===== src/rtl/display_feed_fifo_defines.svh =====
// Assertion helpers for display_feed_fifo; all sample on clk and mute in reset.
`ifndef DISPLAY_FEED_FIFO_DEFINES_SVH
`define DISPLAY_FEED_FIFO_DEFINES_SVH

// Invariant that holds at every edge out of reset
`define DFF_ASSERT_ALWAYS(lbl, expr, msg) \
  lbl: assert property (@(posedge clk) disable iff (!rst_n) (expr)) else $error(msg);

// Same-cycle implication
`define DFF_ASSERT_IMP(lbl, ante, cons, msg) \
  lbl: assert property (@(posedge clk) disable iff (!rst_n) (ante) |-> (cons)) else $error(msg);

// Next-cycle implication
`define DFF_ASSERT_NEXT(lbl, ante, cons, msg) \
  lbl: assert property (@(posedge clk) disable iff (!rst_n) (ante) |=> (cons)) else $error(msg);

`endif


===== src/rtl/dff_pkg.sv =====
package dff_pkg;

  // FIFO geometry
  localparam int FIFO_DEPTH   = 256;
  localparam int PACKET_BYTES = 128;
  localparam int ADDR_W       = $clog2(FIFO_DEPTH);
  localparam int CNT_W        = $clog2(FIFO_DEPTH + 1);

  // Field widths
  localparam int OP_W    = 3;
  localparam int CHAR_W  = 8;
  localparam int MODE_W  = 2;
  localparam int FILL_W  = 9;
  localparam int MULT_W  = 3;
  localparam int STEP_W  = 19;
  localparam int BASE_W  = 16;
  localparam int IDLE_W  = 32;
  localparam int CFG_AW  = 3;
  localparam int CFG_DW  = 32;

  // Operation codes
  localparam logic [OP_W-1:0] OP_PUSH     = 3'd0;
  localparam logic [OP_W-1:0] OP_EOP      = 3'd1;
  localparam logic [OP_W-1:0] OP_TICK     = 3'd2;
  localparam logic [OP_W-1:0] OP_MULT_UP  = 3'd3;
  localparam logic [OP_W-1:0] OP_MULT_DN  = 3'd4;

  // Blink codes
  localparam logic [MODE_W-1:0] BLINK_STEADY = 2'd0;
  localparam logic [MODE_W-1:0] BLINK_SLOW   = 2'd1;
  localparam logic [MODE_W-1:0] BLINK_FAST   = 2'd2;

  // Register select (address bit 2)
  localparam logic REG_BASE_PERIOD  = 1'b0;
  localparam logic REG_IDLE_TIMEOUT = 1'b1;

  // Constants
  localparam logic [CHAR_W-1:0] DASH_CHAR        = 8'd45;
  localparam logic [MULT_W-1:0] MULT_MAX         = 3'd5;
  localparam logic [MULT_W-1:0] MULT_MIN         = 3'd1;
  localparam logic [BASE_W-1:0] BASE_PERIOD_RST  = 16'd1000;
  localparam logic [IDLE_W-1:0] IDLE_TIMEOUT_RST = 32'd20000;

  // Result held between accept and the output register
  typedef struct packed {
    logic              shown_valid;
    logic [MODE_W-1:0] blink_mode;
    logic              has_room;
    logic [FILL_W-1:0] fill_level;
    logic              dropped;
    logic              pop;
    logic              fwd_dash;
  } stage_t;

  // Result as presented on the output channel
  typedef struct packed {
    logic              shown_valid;
    logic [CHAR_W-1:0] shown_char;
    logic [MODE_W-1:0] blink_mode;
    logic              has_room;
    logic [FILL_W-1:0] fill_level;
    logic              dropped;
  } result_t;

endpackage


===== src/rtl/dff_ifs.sv =====
interface dff_in_if import dff_pkg::*; ();
  logic              valid;
  logic              ready;
  logic [OP_W-1:0]   op;
  logic [CHAR_W-1:0] data_byte;

  modport source (output valid, op, data_byte, input ready);
  modport sink (input valid, op, data_byte, output ready);
endinterface

interface dff_out_if import dff_pkg::*; ();
  logic              valid;
  logic              ready;
  logic              shown_valid;
  logic [CHAR_W-1:0] shown_char;
  logic [MODE_W-1:0] blink_mode;
  logic              has_room;
  logic [FILL_W-1:0] fill_level;
  logic              dropped;

  modport source (output valid, shown_valid, shown_char, blink_mode, has_room, fill_level,
                  dropped, input ready);
  modport sink (input valid, shown_valid, shown_char, blink_mode, has_room, fill_level,
                dropped, output ready);
endinterface


===== src/rtl/dff_ram.sv =====
module dff_ram #(
  parameter int WIDTH = 8,
  parameter int DEPTH = 256
) (
  input  logic                     clk,
  input  logic                     we,
  input  logic [$clog2(DEPTH)-1:0] waddr,
  input  logic [WIDTH-1:0]         wdata,
  input  logic                     re,
  input  logic [$clog2(DEPTH)-1:0] raddr,
  output logic [WIDTH-1:0]         rdata
);

  logic [WIDTH-1:0] mem [DEPTH];

  // Write port
  always_ff @(posedge clk) begin
    if (we) begin
      mem[waddr] <= wdata;
    end
  end

  // Registered read, held while idle
  always_ff @(posedge clk) begin
    if (re) begin
      rdata <= mem[raddr];
    end
  end

endmodule


===== src/rtl/display_feed_fifo.sv =====
// An accepted item's result is registered in the middle stage, then in the output register.
// Throughput: one item per cycle unless out_ch stalls; the character RAM takes one write and
// one read per cycle. The pop read lands in the middle stage; a stall on out_ch holds in_ch
// only once both stages are full. Reset (rst_n low at a clock edge) clears indices, count,
// flags, counters and valid bits, sets config, multiplier and shown-char defaults; payload
// registers and the character RAM are not cleared; the fill count marks the entries in use.
`include "display_feed_fifo_defines.svh"

module display_feed_fifo import dff_pkg::*; (
  input  logic              clk,
  input  logic              rst_n,
  dff_in_if.sink            in_ch,
  dff_out_if.source         out_ch,
  input  logic              psel,
  input  logic              penable,
  input  logic              pwrite,
  input  logic [CFG_AW-1:0] paddr,
  input  logic [CFG_DW-1:0] pwdata,
  output logic [CFG_DW-1:0] prdata,
  output logic              pready
);

  // State registers
  logic [ADDR_W-1:0] wr_idx_r, wr_idx_nxt;
  logic [ADDR_W-1:0] rd_idx_r, rd_idx_nxt;
  logic [CNT_W-1:0]  count_r, count_nxt;
  logic              marker_r, marker_nxt;
  logic              fast_r, fast_nxt;
  logic [MULT_W-1:0] mult_r, mult_nxt;
  logic [STEP_W-1:0] step_r, step_nxt;
  logic [IDLE_W-1:0] idle_r, idle_nxt;
  logic              running_r, running_nxt;
  logic [CHAR_W-1:0] cur_char_r, cur_char_nxt;
  logic [BASE_W-1:0] base_period_r;
  logic [IDLE_W-1:0] idle_timeout_r;

  // Pipeline registers
  logic    p1_valid_r, p1_valid_nxt;
  stage_t  p1_r, p1_nxt;
  logic    out_valid_r, out_valid_nxt;
  result_t out_r, out_nxt;

  // Datapath
  logic              accept, p1_go;
  logic [STEP_W-1:0] period, step_inc;
  logic [IDLE_W-1:0] idle_inc;
  logic              tick, disp, full, byte_put, drop, marker_put, pop, expire;
  logic [CNT_W-1:0]  count_m;
  logic [MODE_W-1:0] mode;
  logic              ram_we, ram_re;
  logic [CHAR_W-1:0] ram_wdata, ram_rdata;
  logic              cfg_wr;

  dff_ram #(.WIDTH(CHAR_W), .DEPTH(FIFO_DEPTH)) u_char_ram (
    .clk   (clk),
    .we    (ram_we),
    .waddr (wr_idx_r),
    .wdata (ram_wdata),
    .re    (ram_re),
    .raddr (rd_idx_r),
    .rdata (ram_rdata)
  );

  // Handshakes
  assign p1_go        = !out_valid_r || out_ch.ready;
  assign in_ch.ready  = !p1_valid_r || p1_go;
  assign accept       = in_ch.valid && in_ch.ready;

  // Display step timing
  assign period   = STEP_W'(base_period_r) * STEP_W'(mult_r);
  assign step_inc = step_r + STEP_W'(1);
  assign idle_inc = (running_r && (idle_r != '1)) ? idle_r + IDLE_W'(1) : idle_r;
  assign tick     = (in_ch.op == OP_TICK);
  assign disp     = tick && (step_inc >= period);

  // FIFO moves
  assign full       = (count_r == CNT_W'(FIFO_DEPTH));
  assign byte_put   = (in_ch.op == OP_PUSH) && !full;
  assign drop       = (in_ch.op == OP_PUSH) && full;
  assign marker_put = disp && marker_r && !full;
  assign count_m    = count_r + CNT_W'(marker_put);
  assign pop        = disp && (count_m != '0);
  assign expire     = running_r && (idle_inc >= idle_timeout_r);

  // Blink choice of this step
  always_comb begin
    if (!disp || pop) begin
      mode = BLINK_STEADY;
    end else if (expire || fast_r) begin
      mode = BLINK_FAST;
    end else begin
      mode = BLINK_SLOW;
    end
  end

  // Character RAM access
  assign ram_we    = accept && (byte_put || marker_put);
  assign ram_wdata = byte_put ? in_ch.data_byte : DASH_CHAR;
  assign ram_re    = accept && pop;

  // Next control state on a transfer in
  always_comb begin
    wr_idx_nxt  = wr_idx_r;
    rd_idx_nxt  = rd_idx_r;
    count_nxt   = count_m - CNT_W'(pop) + CNT_W'(byte_put);
    marker_nxt  = marker_r;
    fast_nxt    = fast_r;
    mult_nxt    = mult_r;
    step_nxt    = step_r;
    idle_nxt    = idle_r;
    running_nxt = running_r;
    if (byte_put || marker_put) begin
      wr_idx_nxt = (wr_idx_r == ADDR_W'(FIFO_DEPTH - 1)) ? '0 : wr_idx_r + ADDR_W'(1);
    end
    if (pop) begin
      rd_idx_nxt = (rd_idx_r == ADDR_W'(FIFO_DEPTH - 1)) ? '0 : rd_idx_r + ADDR_W'(1);
    end
    case (in_ch.op)
      OP_EOP: begin
        marker_nxt = 1'b1;
      end
      OP_TICK: begin
        idle_nxt = idle_inc;
        step_nxt = disp ? '0 : step_inc;
        if (marker_put) begin
          marker_nxt = 1'b0;
        end
        if (pop) begin
          fast_nxt    = 1'b0;
          idle_nxt    = '0;
          running_nxt = 1'b1;
        end else if (disp && (mode == BLINK_FAST)) begin
          fast_nxt = 1'b1;
        end
      end
      OP_MULT_UP: begin
        if (mult_r < MULT_MAX) begin
          mult_nxt = mult_r + MULT_W'(1);
          step_nxt = '0;
        end
      end
      OP_MULT_DN: begin
        if (mult_r > MULT_MIN) begin
          mult_nxt = mult_r - MULT_W'(1);
          step_nxt = '0;
        end
      end
      default: begin
      end
    endcase
  end

  // Middle stage: everything but the popped character
  always_comb begin
    p1_nxt.shown_valid = disp;
    p1_nxt.blink_mode  = mode;
    p1_nxt.has_room    = (count_nxt <= CNT_W'(PACKET_BYTES));
    p1_nxt.fill_level  = FILL_W'(count_nxt);
    p1_nxt.dropped     = drop;
    p1_nxt.pop         = pop;
    // Marker written and read at the same entry in the same cycle
    p1_nxt.fwd_dash    = marker_put && (count_r == '0);
    p1_valid_nxt       = accept ? 1'b1 : (p1_go ? 1'b0 : p1_valid_r);
  end

  // Output stage: merge the RAM data and update the shown character
  always_comb begin
    cur_char_nxt = cur_char_r;
    if (p1_go && p1_valid_r && p1_r.pop) begin
      cur_char_nxt = p1_r.fwd_dash ? DASH_CHAR : ram_rdata;
    end
    out_nxt.shown_valid = p1_r.shown_valid;
    out_nxt.shown_char  = cur_char_nxt;
    out_nxt.blink_mode  = p1_r.blink_mode;
    out_nxt.has_room    = p1_r.has_room;
    out_nxt.fill_level  = p1_r.fill_level;
    out_nxt.dropped     = p1_r.dropped;
    out_valid_nxt       = p1_go ? p1_valid_r : out_valid_r;
  end

  // Control registers
  always_ff @(posedge clk) begin
    if (!rst_n) begin
      wr_idx_r    <= '0;
      rd_idx_r    <= '0;
      count_r     <= '0;
      marker_r    <= 1'b0;
      fast_r      <= 1'b0;
      mult_r      <= MULT_MIN;
      step_r      <= '0;
      idle_r      <= '0;
      running_r   <= 1'b0;
      cur_char_r  <= DASH_CHAR;
      p1_valid_r  <= 1'b0;
      out_valid_r <= 1'b0;
    end else begin
      if (accept) begin
        wr_idx_r  <= wr_idx_nxt;
        rd_idx_r  <= rd_idx_nxt;
        count_r   <= count_nxt;
        marker_r  <= marker_nxt;
        fast_r    <= fast_nxt;
        mult_r    <= mult_nxt;
        step_r    <= step_nxt;
        idle_r    <= idle_nxt;
        running_r <= running_nxt;
      end
      cur_char_r  <= cur_char_nxt;
      p1_valid_r  <= p1_valid_nxt;
      out_valid_r <= out_valid_nxt;
    end
  end

  // Payload registers
  always_ff @(posedge clk) begin
    if (accept) begin
      p1_r <= p1_nxt;
    end
    if (p1_go && p1_valid_r) begin
      out_r <= out_nxt;
    end
  end

  // Configuration registers
  assign cfg_wr = psel && penable && pwrite && pready;
  assign pready = 1'b1;

  always_ff @(posedge clk) begin
    if (!rst_n) begin
      base_period_r  <= BASE_PERIOD_RST;
      idle_timeout_r <= IDLE_TIMEOUT_RST;
    end else if (cfg_wr) begin
      case (paddr[2])
        REG_BASE_PERIOD:  base_period_r  <= pwdata[BASE_W-1:0];
        REG_IDLE_TIMEOUT: idle_timeout_r <= pwdata[IDLE_W-1:0];
        default: begin
        end
      endcase
    end
  end

  // Register readback
  always_comb begin
    case (paddr[2])
      REG_BASE_PERIOD:  prdata = CFG_DW'(base_period_r);
      REG_IDLE_TIMEOUT: prdata = CFG_DW'(idle_timeout_r);
      default:          prdata = '0;
    endcase
  end

  // Drive the result channel
  assign out_ch.valid       = out_valid_r;
  assign out_ch.shown_valid = out_r.shown_valid;
  assign out_ch.shown_char  = out_r.shown_char;
  assign out_ch.blink_mode  = out_r.blink_mode;
  assign out_ch.has_room    = out_r.has_room;
  assign out_ch.fill_level  = out_r.fill_level;
  assign out_ch.dropped     = out_r.dropped;

  `DFF_ASSERT_ALWAYS(a_count_bound, count_r <= CNT_W'(FIFO_DEPTH), "fill count above depth")
  `DFF_ASSERT_ALWAYS(a_index_gap, ADDR_W'(wr_idx_r - rd_idx_r) == ADDR_W'(count_r), "index gap")
  `DFF_ASSERT_NEXT(a_pop_tracked, accept && pop, p1_valid_r && p1_r.pop, "pop lost")
  `DFF_ASSERT_IMP(a_mode_steady, out_valid_r && !out_r.shown_valid, out_r.blink_mode == BLINK_STEADY, "blink mode without display step")

endmodule

===== src/flat_wrapper.sv =====
// flat-port wrapper written by rule: the top's interface ports become plain ports
module display_feed_fifo_flat import dff_pkg::*;
  (clk, rst_n, psel, penable, pwrite, paddr, pwdata, prdata, pready, in_ch_valid, in_ch_op, in_ch_data_byte, in_ch_ready, out_ch_valid, out_ch_shown_valid, out_ch_shown_char, out_ch_blink_mode, out_ch_has_room, out_ch_fill_level, out_ch_dropped, out_ch_ready);
  dff_in_if in_ch_i ();
  dff_out_if out_ch_i ();
  input  logic clk;
  input  logic rst_n;
  input  logic psel;
  input  logic penable;
  input  logic pwrite;
  input  logic [CFG_AW-1:0] paddr;
  input  logic [CFG_DW-1:0] pwdata;
  output logic [CFG_DW-1:0] prdata;
  output logic pready;
  input wire logic [$bits(in_ch_i.valid)-1:0] in_ch_valid;
  input wire logic [$bits(in_ch_i.op)-1:0] in_ch_op;
  input wire logic [$bits(in_ch_i.data_byte)-1:0] in_ch_data_byte;
  output wire logic [$bits(in_ch_i.ready)-1:0] in_ch_ready;
  output wire logic [$bits(out_ch_i.valid)-1:0] out_ch_valid;
  output wire logic [$bits(out_ch_i.shown_valid)-1:0] out_ch_shown_valid;
  output wire logic [$bits(out_ch_i.shown_char)-1:0] out_ch_shown_char;
  output wire logic [$bits(out_ch_i.blink_mode)-1:0] out_ch_blink_mode;
  output wire logic [$bits(out_ch_i.has_room)-1:0] out_ch_has_room;
  output wire logic [$bits(out_ch_i.fill_level)-1:0] out_ch_fill_level;
  output wire logic [$bits(out_ch_i.dropped)-1:0] out_ch_dropped;
  input wire logic [$bits(out_ch_i.ready)-1:0] out_ch_ready;
  assign in_ch_i.valid = in_ch_valid;
  assign in_ch_i.op = in_ch_op;
  assign in_ch_i.data_byte = in_ch_data_byte;
  assign in_ch_ready = in_ch_i.ready;
  assign out_ch_valid = out_ch_i.valid;
  assign out_ch_shown_valid = out_ch_i.shown_valid;
  assign out_ch_shown_char = out_ch_i.shown_char;
  assign out_ch_blink_mode = out_ch_i.blink_mode;
  assign out_ch_has_room = out_ch_i.has_room;
  assign out_ch_fill_level = out_ch_i.fill_level;
  assign out_ch_dropped = out_ch_i.dropped;
  assign out_ch_i.ready = out_ch_ready;
  display_feed_fifo u_core (.clk(clk), .rst_n(rst_n), .in_ch(in_ch_i), .out_ch(out_ch_i), .psel(psel), .penable(penable), .pwrite(pwrite), .paddr(paddr), .pwdata(pwdata), .prdata(prdata), .pready(pready));
endmodule

===== config.mk =====
export PLATFORM = sky130hd
export DESIGN_NAME = display_feed_fifo_flat
export DESIGN_NICKNAME = d
export VERILOG_FILES = /design/src/rtl/dff_pkg.sv /design/src/rtl/dff_ifs.sv /design/src/rtl/dff_ram.sv /design/src/rtl/display_feed_fifo.sv /design/src/flat_wrapper.sv
export VERILOG_INCLUDE_DIRS = /design/src /design/src/rtl
export SDC_FILE = /design/constraint.sdc
export NUM_CORES = 2
export LEC_CHECK = 0
export ABC_AREA = 0
export BUFFER_PORTS_ARGS = -buffer_cell sky130_fd_sc_hd__buf_2
export CORE_MARGIN = 2
export CORE_UTILIZATION = 40
export CTS_CLUSTER_DIAMETER = 60
export DETAILED_ROUTE_END_ITERATION = 10
export PLACE_DENSITY = 0.56
export SYNTH_ARGS = -nofsm -noshare
export SYNTH_HDL_FRONTEND = slang
export SYNTH_SLANG_ARGS = --single-unit
export TNS_END_PERCENT = 5

===== constraint.sdc =====
create_clock -name clk -period 10.5 [get_ports clk]
set_input_delay 1.05 -clock clk [delete_from_list [all_inputs] [get_ports clk]]
set_output_delay 1.05 -clock clk [all_outputs]
set_load 0.02 [all_outputs]

==> flow_summary.json <==
{
  "tritoncts": "done",
  "stdcell_count": 8278,
  "fin_area_um2": 102000,
  "antenna_found_initial": 5,
  "dr_total_vias": 47400,
  "grt_overflow": 0,
  "fin_nets": 5262,
  "clkTransAtPathRegs_ns": 0.06,
  "maxSlewHeadroom_pct": 12.2,
  "routed_via_density": 5.73,
  "hold_viol_final": 0,
  "fin_worst_skew_ns": 0.0597,
  "ys_seq_elements": 2234,
  "status": "completed",
  "gp_congestion": 0.851,
  "die_h_um": 481,
  "htree_levels": 4,
  "ys_seq_area_share_pct": 72.3,
  "port-buffer-count": 106,
  "leakage_nw": 31.3,
  "crit_arrival_ns": 10.24,
  "fin_hold_ws_ns": 0.413,
  "crit_path_frequent_cell": "ha_1",
  "dieArea_um2": 231000,
  "grt_use_total_pct": 20.5,
  "worst-path-buf-inv": 7,
  "cp_num_cells": 46,
  "grt_first_pass_wirelength_mm": 342,
  "dp_cells": 7866,
  "ctsResizeCount": 0,
  "synth_area_um2": 90900,
  "postRouteAntennaNets": 0,
  "power.density_nw_per_um2": 176,
  "slowest_stage": "fa_1",
  "coreArea_um2": 225000,
  "clkSinkCount": 2234,
  "sequentialPowerShare_pct": 54.5,
  "yosysWarnings": 0,
  "clkLatencyLatePin_ns": 0.89,
  "final_common_cell": "edfxtp_1",
  "synth_cell_type_count": 77,
  "setup.worst_path.start_class": "flip-flop",
  "net-switching-power_mw": 3.71,
  "worst_pin_slew_ns": 1.31,
  "synth_top_flop_cell": "edfxtp_1",
  "crit_family": "adder cells",
  "hold_buffers": 0,
  "drt_pass1_iterations": 5,
  "ir_drop_mv": 0.153,
  "fp.dieW_um": 481,
  "sw_frac_of_total_pct": 20.8,
  "grt_max_degree": 227,
  "synth-edff-count": 2094,
  "cp_max_fo": 20,
  "setup_viol": 0,
  "synth_area_per_cell_um2": 18.4,
  "place_area_um2": 94600,
  "dp_hpwl_mm": 146,
  "clock-root-buffer": "clkbuf_16",
  "rows": 174,
  "cts_buffers": 224,
  "cts_setup_buffers": 0,
  "worstRegToRegCells": 46,
  "fmax_mhz": 105,
  "syn_inst": 4940,
  "fin_setup_tns_ns": 0,
  "pwr-share-comb_pct": 2.0,
  "holdPathStages": 0,
  "rsz0062_at_grt": "no",
  "period_needed_ns": 9.52,
  "drc": 0,
  "drive_above_1_share_pct": 21.0,
  "power.internal_mw": 14.2,
  "maxCapViolCount": 0,
  "path_class": "flip-flop to flip-flop",
  "pin_count": 110,
  "period_share_pct": 90.6,
  "start_util_pct": 40.3,
  "final_cell_mix": "edfxtp_1 (2094), mux4_2 (534), nor2_1 (369), nand2_1 (283), clkbuf_16 (225)",
  "grt_pass1_vias": 46900,
  "area_growth_pct": 11.9,
  "hold_path_class": "flip-flop to flip-flop",
  "critPathMaxStageDelay_ns": 0.55,
  "async_reset_ff_share_pct": 0,
  "post_drt_wl_per_cell_um": 29.0,
  "end_kind": "flip-flop",
  "drv_slew": 0,
  "synth_fp_nets": 5102,
  "clockBufferDepth": 3,
  "drt_iter0_markers": 5006,
  "wl_mm": 240,
  "p_clk_share_pct": 43.4,
  "required_ns": 11.22
}
worst paths after layout:
path | startpoint | endpoint | slack [ns]
worst max-delay path | u_core.mult_r[0] | u_core.out_nxt[10] | 0.98
worst min-delay path | u_core.out_nxt[12] | u_core.out_ch.blink_mode[1] | 0.41
worst max register to register | u_core.mult_r[0] | u_core.out_nxt[10] | 0.98
worst min register to register | u_core.out_nxt[12] | u_core.out_ch.blink_mode[1] | 0.41
per-layer routing:
metal / share of wire [%] / vias up / wire, µm / global-route usage, %
met3: 6.5 / 355 / 15600 / 3.26
li1: - / 20200 / - / -
met4: 3.0 / 0 / 7180 / 6.64
met5: 0 / - / 0 / 0
met1: 43 / 25200 / 103000 / 29.1
met2: 48 / 1675 / 114000 / 32.4
synthesized netlist by cell type, types with 6 or more instances:
| library cell | n | area (µm²) |
|---|---|---|
| inv_1 | 101 | 379 |
| nand3_1 | 72 | 360 |
| a32o_1 | 14 | 140 |
| or2_2 | 7 | 43.8 |
| clkbuf_1 | 148 | 556 |
| nand3b_1 | 9 | 67.6 |
| a311oi_1 | 15 | 131 |
| o31ai_1 | 6 | 45.0 |
| o21ai_0 | 64 | 320 |
| buf_4 | 17 | 128 |
| or3_1 | 21 | 131 |
| nor4_1 | 10 | 62.6 |
| and3_1 | 17 | 106 |
| buf_6 | 27 | 304 |
| mux4_2 | 534 | 12000 |
| a31oi_1 | 17 | 106 |
| mux2i_1 | 135 | 1350 |
| and2_1 | 31 | 194 |
| nand2b_1 | 22 | 138 |
| and4_1 | 7 | 61.3 |
| nand4_1 | 45 | 282 |
| nand2_1 | 283 | 1060 |
| buf_12 | 6 | 120 |
| nor2b_1 | 16 | 100 |
| ha_1 | 93 | 1160 |
| a211oi_1 | 18 | 135 |
| o211ai_1 | 13 | 97.6 |
| a221oi_1 | 24 | 210 |
| fa_1 | 16 | 320 |
| a32oi_1 | 7 | 61.3 |
| a21oi_1 | 165 | 826 |
| buf_1 | 8 | 30.0 |
| dfxtp_1 | 140 | 2800 |
| nor2_1 | 373 | 1400 |
| o22ai_1 | 21 | 131 |
| buf_2 | 65 | 325 |
| xnor2_1 | 47 | 412 |
| xor2_1 | 31 | 272 |
| edfxtp_1 | 2094 | 62900 |
| nor3_1 | 37 | 185 |
| mux2_2 | 20 | 225 |
| a22oi_1 | 37 | 278 |
| a21o_1 | 15 | 113 |
| o221ai_1 | 14 | 123 |
per-stage QoR:
step | utilization [%] | setup WS (ns) | total power [mW]
after floorplan | - | 1.11 | 10.2
after global placement | 42.0 | 1.02 | 10.3
after detailed placement | 42.0 | 0.991 | 10.3
after CTS | 45.1 | 0.933 | 18.0
after global routing | 45.1 | 0.0540 | 18.4
final | 45.1 | 0.985 | 17.9
cell type report:
| type | instances | area, µm² |
|---|---|---|
| Fill cell | 19200 | 124000 |
| Sequential cell | 2234 | 65700 |
| Multi-Input combinational cell | 2325 | 23300 |
| Clock buffer | 291 | 5920 |
| Tap cell | 2992 | 3740 |
| Timing Repair Buffer | 210 | 1420 |
| Clock inverter | 119 | 1130 |
| Inverter | 105 | 398 |
| Antenna cell | 2 | 5.00 |
power groups by stage:
stage	clock (mW)	combinational, mW	sequential (mW)
2_1_floorplan	0	0.218	9.96
3_3_place_gp	0	0.361	9.94
3_5_place_dp	0	0.369	9.94
4_1_cts	7.89	0.370	9.75
5_1_grt	8.23	0.404	9.75
6_report	7.77	0.365	9.75
registers in the layout, indices dropped and copies added, names as in the netlist, 8 cells and up:
name                      count
u_core.cur_char_r             8
u_core.idle_timeout_r        32
u_core.u_char_ram.mem      2048
u_core.idle_r                32
u_core.base_period_r         16
u_core.step_r                19
u_core.out_ch.fill_level      9
u_core.rd_idx_r               8
u_core.u_char_ram.rdata       8
u_core.count_r                9
u_core.wr_idx_r               8
u_core.out_nxt               14
u_core.out_ch.shown_char      8
cells by family after synthesis:
group / Yosys count / synth area share, %
xor gates and xnor gates: 78 / 0.752
buffers and inverters: 381 / 2.13
and+or+nand+nor: 959 / 4.69
adders and majority gates: 109 / 1.63
DFF: 2234 / 72.3
muxes: 689 / 15.0
other: 1 / 0.00413
AOI/OAI and AO/OA: 489 / 3.57
Note: power is estimated with default switching activity, not from simulation.
